--- src/rtl/smi2c_pkg.sv ---
// Shared types and constants of the shunt monitor register file.
package smi2c_pkg;

	localparam logic [7:0] REG_CONFIG = 8'h00;
	localparam logic [7:0] REG_SHUNT  = 8'h04;
	localparam logic [7:0] REG_BUS    = 8'h05;
	localparam int unsigned RANGE_BIT = 4;

	localparam logic [1:0] ACT_START = 2'd0;
	localparam logic [1:0] ACT_WRITE = 2'd1;
	localparam logic [1:0] ACT_READ  = 2'd2;
	localparam logic [1:0] ACT_STOP  = 2'd3;

	localparam logic [1:0] KIND_NONE  = 2'd0;
	localparam logic [1:0] KIND_WORD  = 2'd1;
	localparam logic [1:0] KIND_BUS   = 2'd2;
	localparam logic [1:0] KIND_SHUNT = 2'd3;

	localparam int unsigned NUM_W = 29;
	localparam int unsigned MUL_W = 30;
	localparam int unsigned QUO_W = 18;
	localparam int unsigned DIV_W = 13;

	localparam logic [DIV_W-1:0] DIV_BUS = 13'd6250;
	localparam logic [DIV_W-1:0] DIV_100 = 13'd100;
	localparam logic [DIV_W-1:0] DIV_50  = 13'd50;

	localparam logic [63:0] RECIP_BUS_64 = (64'd1 << 42) / 64'd6250;
	localparam logic [63:0] RECIP_100_64 = (64'd1 << 32) / 64'd100;
	localparam logic [63:0] RECIP_50_64  = (64'd1 << 32) / 64'd50;
	localparam logic [MUL_W-1:0] RECIP_BUS = RECIP_BUS_64[MUL_W-1:0];
	localparam logic [MUL_W-1:0] RECIP_100 = RECIP_100_64[MUL_W-1:0];
	localparam logic [MUL_W-1:0] RECIP_50  = RECIP_50_64[MUL_W-1:0];

	localparam int unsigned OUT_DEPTH = 4;

	typedef struct packed {
		logic [1:0]       kind;
		logic             ack;
		logic             sel;
		logic             neg;
		logic             rng;
		logic [NUM_W-1:0] num;
		logic [15:0]      word;
	} cmd_t;

	typedef struct packed {
		logic       ack;
		logic [7:0] read_byte;
	} res_t;

endpackage

--- src/rtl/smi2c_front.sv ---
// Front end: bus event decode, register state and command queue.
module smi2c_front (
	input  logic                 clk,
	input  logic                 arst_n,
	input  logic                 push,
	output logic                 full,
	input  logic [1:0]           action,
	input  logic [7:0]           write_byte,
	input  logic signed [27:0]   bus_voltage_uv,
	input  logic signed [21:0]   shunt_current_ma,
	input  logic                 device_present,
	output logic                 cmd_valid,
	output smi2c_pkg::cmd_t      cmd,
	input  logic                 cmd_take
);

	logic [7:0]  pointer_q;
	logic [1:0]  wr_idx_q;
	logic        rd_idx_q;
	logic [15:0] config_q;
	logic [15:0] pending_q;

	smi2c_pkg::cmd_t queue_q [2];
	logic       wr_ptr_q;
	logic       rd_ptr_q;
	logic [1:0] count_q;

	smi2c_pkg::cmd_t new_cmd;
	logic            accept;
	logic [21:0]     ma_abs;

	assign full      = (count_q == 2'd2);
	assign accept    = push && !full;
	assign cmd_valid = (count_q != 2'd0);
	assign cmd       = queue_q[rd_ptr_q];

	assign ma_abs = shunt_current_ma[21] ? (~shunt_current_ma + 22'd1) : shunt_current_ma;

	always_comb begin
		new_cmd      = '0;
		new_cmd.sel  = rd_idx_q;
		new_cmd.rng  = config_q[smi2c_pkg::RANGE_BIT];
		unique case (action)
			smi2c_pkg::ACT_START: begin
				new_cmd.kind = smi2c_pkg::KIND_NONE;
				new_cmd.ack  = device_present;
			end
			smi2c_pkg::ACT_WRITE: begin
				new_cmd.kind = smi2c_pkg::KIND_NONE;
				new_cmd.ack  = 1'b1;
			end
			smi2c_pkg::ACT_READ: begin
				priority if (pointer_q == smi2c_pkg::REG_CONFIG) begin
					new_cmd.kind = smi2c_pkg::KIND_WORD;
					new_cmd.word = config_q;
				end else if (pointer_q == smi2c_pkg::REG_BUS) begin
					if (!bus_voltage_uv[27] && (bus_voltage_uv != 28'sd0)) begin
						new_cmd.kind = smi2c_pkg::KIND_BUS;
						new_cmd.num  = {1'b0, bus_voltage_uv[26:0], 1'b0} + 29'd3125;
					end else begin
						new_cmd.kind = smi2c_pkg::KIND_WORD;
					end
				end else if (pointer_q == smi2c_pkg::REG_SHUNT) begin
					new_cmd.kind = smi2c_pkg::KIND_SHUNT;
					new_cmd.neg  = shunt_current_ma[21];
					if (config_q[smi2c_pkg::RANGE_BIT]) begin
						new_cmd.num = {5'd0, ma_abs, 2'b00} + 29'd25;
					end else begin
						new_cmd.num = {6'd0, ma_abs, 1'b0} + 29'd50;
					end
				end else begin
					new_cmd.kind = smi2c_pkg::KIND_WORD;
				end
			end
			smi2c_pkg::ACT_STOP: begin
				new_cmd.kind = smi2c_pkg::KIND_NONE;
			end
			default: begin
				new_cmd.kind = smi2c_pkg::KIND_NONE;
			end
		endcase
	end

	always_ff @(posedge clk or negedge arst_n) begin
		if (!arst_n) begin
			pointer_q <= '0;
			wr_idx_q  <= '0;
			rd_idx_q  <= 1'b0;
			config_q  <= '0;
			pending_q <= '0;
		end else if (accept) begin
			unique case (action)
				smi2c_pkg::ACT_WRITE: begin
					unique case (wr_idx_q)
						2'd0: pointer_q <= write_byte;
						2'd1: pending_q <= {write_byte, 8'h00};
						2'd2: begin
							pending_q <= {pending_q[15:8], write_byte};
							if (pointer_q == smi2c_pkg::REG_CONFIG) begin
								config_q <= {pending_q[15:8], write_byte};
							end
						end
						default: ;
					endcase
					if (wr_idx_q != 2'd3) begin
						wr_idx_q <= wr_idx_q + 2'd1;
					end
				end
				smi2c_pkg::ACT_READ: rd_idx_q <= ~rd_idx_q;
				default: begin
					wr_idx_q <= '0;
					rd_idx_q <= 1'b0;
				end
			endcase
		end
	end

	always_ff @(posedge clk) begin
		if (accept) begin
			queue_q[wr_ptr_q] <= new_cmd;
		end
	end

	always_ff @(posedge clk or negedge arst_n) begin
		if (!arst_n) begin
			wr_ptr_q <= 1'b0;
			rd_ptr_q <= 1'b0;
			count_q  <= '0;
		end else begin
			if (accept) begin
				wr_ptr_q <= ~wr_ptr_q;
			end
			if (cmd_take) begin
				rd_ptr_q <= ~rd_ptr_q;
			end
			count_q <= count_q + {1'b0, accept} - {1'b0, cmd_take};
		end
	end

endmodule

--- src/rtl/smi2c_back.sv ---
// Back end: constant-divisor scaling, saturation, byte select and result queue.
module smi2c_back (
	input  logic            clk,
	input  logic            arst_n,
	input  logic            cmd_valid,
	input  smi2c_pkg::cmd_t cmd,
	output logic            cmd_take,
	output logic            empty,
	input  logic            pop,
	output logic            ack,
	output logic [7:0]      read_byte
);

	localparam int unsigned PTR_W = $clog2(smi2c_pkg::OUT_DEPTH);
	localparam int unsigned CNT_W = PTR_W + 1;

	logic                            v_s1;
	smi2c_pkg::cmd_t                 cmd_s1;
	logic [smi2c_pkg::QUO_W-1:0]     q0_s1;

	logic [smi2c_pkg::MUL_W-1:0]     recip;
	logic [smi2c_pkg::NUM_W+smi2c_pkg::MUL_W-1:0] prod;
	logic [smi2c_pkg::QUO_W-1:0]     q0;

	logic [smi2c_pkg::DIV_W-1:0]     div;
	logic [30:0]                     qd;
	logic [30:0]                     rem;
	logic [smi2c_pkg::QUO_W:0]       quo;
	logic [15:0]                     word;
	smi2c_pkg::res_t                 res;

	smi2c_pkg::res_t                 fifo_q [smi2c_pkg::OUT_DEPTH];
	logic [PTR_W-1:0]                wr_ptr_q;
	logic [PTR_W-1:0]                rd_ptr_q;
	logic [CNT_W-1:0]                count_q;
	logic                            do_pop;

	assign cmd_take = cmd_valid
		&& ((count_q + {{(CNT_W-1){1'b0}}, v_s1}) < CNT_W'(smi2c_pkg::OUT_DEPTH));

	always_comb begin
		priority if (cmd.kind == smi2c_pkg::KIND_BUS) begin
			recip = smi2c_pkg::RECIP_BUS;
		end else if (cmd.rng) begin
			recip = smi2c_pkg::RECIP_50;
		end else begin
			recip = smi2c_pkg::RECIP_100;
		end
	end

	assign prod = {{smi2c_pkg::MUL_W{1'b0}}, cmd.num} * {{smi2c_pkg::NUM_W{1'b0}}, recip};
	assign q0   = (cmd.kind == smi2c_pkg::KIND_BUS) ? {1'b0, prod[58:42]} : prod[49:32];

	always_ff @(posedge clk or negedge arst_n) begin
		if (!arst_n) begin
			v_s1 <= 1'b0;
		end else begin
			v_s1 <= cmd_take;
		end
	end

	always_ff @(posedge clk) begin
		if (cmd_take) begin
			cmd_s1 <= cmd;
			q0_s1  <= q0;
		end
	end

	always_comb begin
		priority if (cmd_s1.kind == smi2c_pkg::KIND_BUS) begin
			div = smi2c_pkg::DIV_BUS;
		end else if (cmd_s1.rng) begin
			div = smi2c_pkg::DIV_50;
		end else begin
			div = smi2c_pkg::DIV_100;
		end
	end

	assign qd  = {13'd0, q0_s1} * {18'd0, div};
	assign rem = {2'b00, cmd_s1.num} - qd;
	assign quo = {1'b0, q0_s1} + {{smi2c_pkg::QUO_W{1'b0}}, (rem >= {18'd0, div})};

	always_comb begin
		unique case (cmd_s1.kind)
			smi2c_pkg::KIND_BUS: begin
				word = (quo > 19'd65535) ? 16'hFFFF : quo[15:0];
			end
			smi2c_pkg::KIND_SHUNT: begin
				if (cmd_s1.neg) begin
					word = (quo > 19'd32768) ? 16'h8000 : (~quo[15:0] + 16'd1);
				end else begin
					word = (quo > 19'd32767) ? 16'h7FFF : quo[15:0];
				end
			end
			smi2c_pkg::KIND_WORD: word = cmd_s1.word;
			default:              word = '0;
		endcase
	end

	always_comb begin
		res.ack = cmd_s1.ack;
		if (cmd_s1.kind == smi2c_pkg::KIND_NONE) begin
			res.read_byte = 8'h00;
		end else begin
			res.read_byte = cmd_s1.sel ? word[7:0] : word[15:8];
		end
	end

	assign empty     = (count_q == '0);
	assign do_pop    = pop && !empty;
	assign ack       = fifo_q[rd_ptr_q].ack;
	assign read_byte = fifo_q[rd_ptr_q].read_byte;

	always_ff @(posedge clk) begin
		if (v_s1) begin
			fifo_q[wr_ptr_q] <= res;
		end
	end

	always_ff @(posedge clk or negedge arst_n) begin
		if (!arst_n) begin
			wr_ptr_q <= '0;
			rd_ptr_q <= '0;
			count_q  <= '0;
		end else begin
			if (v_s1) begin
				wr_ptr_q <= wr_ptr_q + PTR_W'(1);
			end
			if (do_pop) begin
				rd_ptr_q <= rd_ptr_q + PTR_W'(1);
			end
			count_q <= count_q + {{(CNT_W-1){1'b0}}, v_s1} - {{(CNT_W-1){1'b0}}, do_pop};
		end
	end

endmodule

--- src/rtl/shunt_monitor_i2c_registers_core.sv ---
// A pushed word is registered in the front queue, then in stage 1, then in the result queue.
// Throughput: one word per cycle unless a queue fills; the front queue holds two commands, the result queue four.
// The scaling path is a reciprocal multiply stage followed by a one-step correction stage.
// Reset clears pointer, byte indexes, stored words and both queues; device_present resets to 1.
// Configuration is always ready and takes effect on the next start word.
module shunt_monitor_i2c_registers_core (
	input  logic                clk,
	input  logic                arst_n,
	input  logic                push,
	output logic                full,
	input  logic [1:0]          action,
	input  logic [7:0]          write_byte,
	input  logic signed [27:0]  bus_voltage_uv,
	input  logic signed [21:0]  shunt_current_ma,
	output logic                empty,
	input  logic                pop,
	output logic                ack,
	output logic [7:0]          read_byte,
	input  logic                cfg_valid,
	output logic                cfg_ready,
	input  logic                cfg_data
);

	logic            device_present_q;
	logic            cmd_valid;
	logic            cmd_take;
	smi2c_pkg::cmd_t cmd;

	assign cfg_ready = 1'b1;

	always_ff @(posedge clk or negedge arst_n) begin
		if (!arst_n) begin
			device_present_q <= 1'b1;
		end else if (cfg_valid && cfg_ready) begin
			device_present_q <= cfg_data;
		end
	end

	smi2c_front u_front (
		.clk              (clk),
		.arst_n           (arst_n),
		.push             (push),
		.full             (full),
		.action           (action),
		.write_byte       (write_byte),
		.bus_voltage_uv   (bus_voltage_uv),
		.shunt_current_ma (shunt_current_ma),
		.device_present   (device_present_q),
		.cmd_valid        (cmd_valid),
		.cmd              (cmd),
		.cmd_take         (cmd_take)
	);

	smi2c_back u_back (
		.clk       (clk),
		.arst_n    (arst_n),
		.cmd_valid (cmd_valid),
		.cmd       (cmd),
		.cmd_take  (cmd_take),
		.empty     (empty),
		.pop       (pop),
		.ack       (ack),
		.read_byte (read_byte)
	);

	a_take_needs_cmd: assert property (@(posedge clk) disable iff (!arst_n)
		cmd_take |-> cmd_valid)
		else $error("command taken from empty queue");

	a_push_lands: assert property (@(posedge clk) disable iff (!arst_n)
		(push && !full) |=> cmd_valid)
		else $error("accepted word missing from command queue");

	a_full_has_cmd: assert property (@(posedge clk) disable iff (!arst_n)
		full |-> cmd_valid)
		else $error("queue full yet no command visible");

endmodule
--- config.mk ---
export PLATFORM = sky130hd
export DESIGN_NAME = shunt_monitor_i2c_registers_core
export DESIGN_NICKNAME = d
export VERILOG_FILES = /design/src/rtl/smi2c_pkg.sv /design/src/rtl/smi2c_front.sv /design/src/rtl/smi2c_back.sv /design/src/rtl/shunt_monitor_i2c_registers_core.sv
export SDC_FILE = /design/constraint.sdc
export NUM_CORES = 2
export LEC_CHECK = 0
export BUFFER_PORTS_ARGS = -buffer_cell sky130_fd_sc_hd__buf_2
export CORE_MARGIN = 2
export CORE_UTILIZATION = 30
export DETAILED_ROUTE_END_ITERATION = 10
export GPL_TIMING_DRIVEN = 0
export MAX_ROUTING_LAYER = met4
export PLACE_DENSITY = 0.44
export SLEW_MARGIN = 20
export SYNTH_ARGS = -nofsm -noshare
export SYNTH_HDL_FRONTEND = slang
export SYNTH_SLANG_ARGS = --single-unit
export TNS_END_PERCENT = 100
--- constraint.sdc ---
create_clock -name clk -period 29.2 [get_ports clk]
set_input_delay 2.92 -clock clk [delete_from_list [all_inputs] [get_ports clk]]
set_output_delay 2.92 -clock clk [all_outputs]
set_load 0.005 [all_outputs]
==> flow_summary.json <==
{
  "outcome": "finished clean",
  "drc_errors": 0,
  "min_period_over_period_pct": 47.5,
  "die_h_um": 375,
  "worst_pin_slew_ps": 1230,
  "grt_overflow": 0,
  "syn_avg_cell_area_um2": 10.4,
  "antenna_left": 0,
  "synth_top_flop_cell": "edfxtp_1",
  "hpwl_um": 115000,
  "arrival_ps": 14220,
  "cp_num_buf_inv": 8,
  "grt_max_degree": 53,
  "std_cell_rows": 135,
  "async_reset_ff_share_pct": 18.8,
  "synth.most_common_cell": "inv_1",
  "grt_antenna_before_repair": 4,
  "num_vias": 28300,
  "utilization_pct": 33.2,
  "grt_pass1_vias": 29900,
  "syn_area_um2": 41200,
  "rsz0062_at_grt": "no",
  "boundaryPins": 78,
  "syn_inst": 3971,
  "slew_viol_final": 0,
  "die_area_um2": 140000,
  "holdBufCountCts": 0,
  "crit_top_cell": "ha_1",
  "layout_min_cycle_time_ps": 13880,
  "synth_edf_count": 207,
  "max_clock_freq_ghz": 0.0720,
  "setup_slack_ps": 15320,
  "fin_setup_tns_ps": 0,
  "fin_skew_ps": 39.9,
  "cp-endpoint": "u_back.fifo_q[3][6]",
  "worst_setup_path_end_kind": "register",
  "areaGrowthSynthToFinish_pct": 9.31,
  "synth_fp_nets": 5243,
  "critPathLaunch": "u_back.cmd_s1[50]",
  "synth.distinct_cells": 93,
  "worst-setup-path-type": "register to register",
  "drt_first_iter_violations": 1799,
  "synth_warnings": 0,
  "max-cap-violations": 0,
  "synth.area.top_cells": "fa_1 36%, edfxtp_1 15%, ha_1 14%",
  "h-tree-depth": 1,
  "cts.sinks": 255,
  "critical_path_required_ps": 29540,
  "dr.pass1.iters": 8,
  "fp.dieW_um": 375,
  "place_ws_ps": 15170,
  "place.port_buffers": 74,
  "hold_class": "register to register",
  "r2r-start": "u_back.cmd_s1[50]",
  "initial_core_util_pct": 30.3,
  "cp_slowest_stage_delay_ps": 880,
  "post_cts_resized": 0,
  "path_depth": 42,
  "vias_per_cell": 4.80,
  "layout-drive-gt1-share_pct": 6.26,
  "whs_ps": 478,
  "cts_setup_buffers": 0,
  "wl_per_cell_um": 22.2,
  "grt_pass1_wl_um": 195000,
  "gp_congestion": 0.960,
  "track_usage_pct": 19.3,
  "netlist_top_cells_count": "948 x inv_1, 740 x fa_1, 466 x ha_1",
  "ctsLongestPathBuffers": 3,
  "max_slew_margin_pct": 17.5,
  "cts_root_buffer": "clkbuf_16",
  "r2r-end": "u_back.fifo_q[3][6]",
  "cp_top_family": "compound AO/OA/AOI/OAI gates",
  "core_area_um2": 136000,
  "setup_viol": 0,
  "cpMaxStageDelayCell": "o31ai_1",
  "synth-seq-cells": 255,
  "rrSetupSlack_ps": 15320,
  "r2r_cells": 42,
  "cts_tree": "done",
  "totalWireLength_um": 131000,
  "cts_buffers": 29,
  "final_nets": 5357,
  "synth_seq_area_share_pct": 18.0,
  "worstSetupStartpointType": "register",
  "yosysTopAreaCell": "fa_1",
  "netlist.area_leader.share_pct": 36.0,
  "clk_latency_ps": 630,
  "worst-path-max-fanout": 10,
  "clk_pin_slew_ps": 60,
  "finalHoldViolations": 0
}
==> routing by layer <==
metal | global-route usage [%] | vias up | part of all wire (%)
met5 | - | - | 0
met4 | 3.45 | 0 | 2.1
met3 | 2.67 | 140 | 5.0
met2 | 30.8 | 730 | 47
met1 | 26.4 | 14400 | 46
li1 | - | 13000 | -
==> logic make-up (layout without fill, tap and decap cells) <==
kind of cell,count (synthesis),in the layout,synth area share [%]
xor+xnor,147,147,3.12
other cells,1,3,0.00910
simple gates,777,777,9.15
compound gates,430,430,6.98
buf+inv,1050,1187,9.61
mux,105,105,3.01
fa+ha+maj,1206,1206,50.1
flops,255,255,18.0
==> worst min-delay path, delay by kind of cell (launching register included) <==
family | cells | cell delay, ps
flip-flops | 1 | 340
AO/OA/AOI/OAI | 1 | 60
AND/OR/NAND/NOR | 1 | 50
==> final cells by class <==
class	instances	area (µm²)
timing repair buffer	83	527
sequential	255	7420
antenna	2	5.00
tap	1781	2230
clock buffer	47	865
clock inverter	7	81.3
multi-input combinational	2666	30000
fill	14200	90800
buffer	99	392
inverter	951	3570
==> placed cells by master (no fill, tap or decap), types with 14 or more instances in the layout <==
| cell type | count |
|---|---|
| a211oi_1 | 20 |
| o21a_1 | 14 |
| nor2_1 | 214 |
| and3_1 | 34 |
| mux2i_1 | 33 |
| nand2b_1 | 27 |
| xnor2_1 | 79 |
| nand2_1 | 207 |
| nor4_1 | 22 |
| clkbuf_16 | 30 |
| nand4_1 | 29 |
| mux2_2 | 61 |
| dfrtp_1 | 47 |
| buf_2 | 80 |
| o211ai_1 | 14 |
| a31oi_1 | 14 |
| nand3_1 | 41 |
| nor3_1 | 52 |
| a21o_1 | 36 |
| fa_1 | 740 |
| o21ai_0 | 93 |
| a21oi_1 | 100 |
| clkbuf_1 | 91 |
| inv_1 | 948 |
| edfxtp_1 | 207 |
| ha_1 | 466 |
| xor2_1 | 68 |
| and2_1 | 56 |
==> per-stage QoR <==
stage | instance area [µm²] | cells
2_1_floorplan | 41200 | 3971
3_5_place_dp | 44100 | 5835
3_3_place_gp | 43800 | 5826
5_1_grt | 45000 | 5890
4_1_cts | 45000 | 5889
6_report | 45000 | 5891
==> sequential cells by signal, summed over array words and instances, names as in the netlist, 2 cells and up <==
register and cells:
u_front.queue_q 102, u_back.rd_ptr_q 2, u_front.pointer_q 8, u_back.count_q 3, u_back.cmd_s1 51, u_front.pending_q 8
u_front.config_q 16, u_back.fifo_q 36, u_front.count_q 2, u_front.wr_idx_q 2, u_back.wr_ptr_q 2, u_back.q0_s1 18
==> worst min-delay path by stage <==
stage	startpoint	end	slack, ps	depth (start not counted)
2_1_floorplan	u_front.config_q[4]	u_front.queue_q[0][45]	440	0
3_3_place_gp	u_front.pending_q[10]	u_front.pending_q[10]	460	2
3_5_place_dp	u_front.pending_q[10]	u_front.pending_q[10]	470	2
4_1_cts	u_front.pending_q[10]	u_front.pending_q[10]	490	2
5_1_grt	u_front.config_q[14]	u_front.config_q[14]	510	1
6_report	u_front.pending_q[14]	u_front.pending_q[14]	480	2
Power is not shown: default switching activity piles up to over one toggle a cycle in this logic, so the estimate is an artifact.
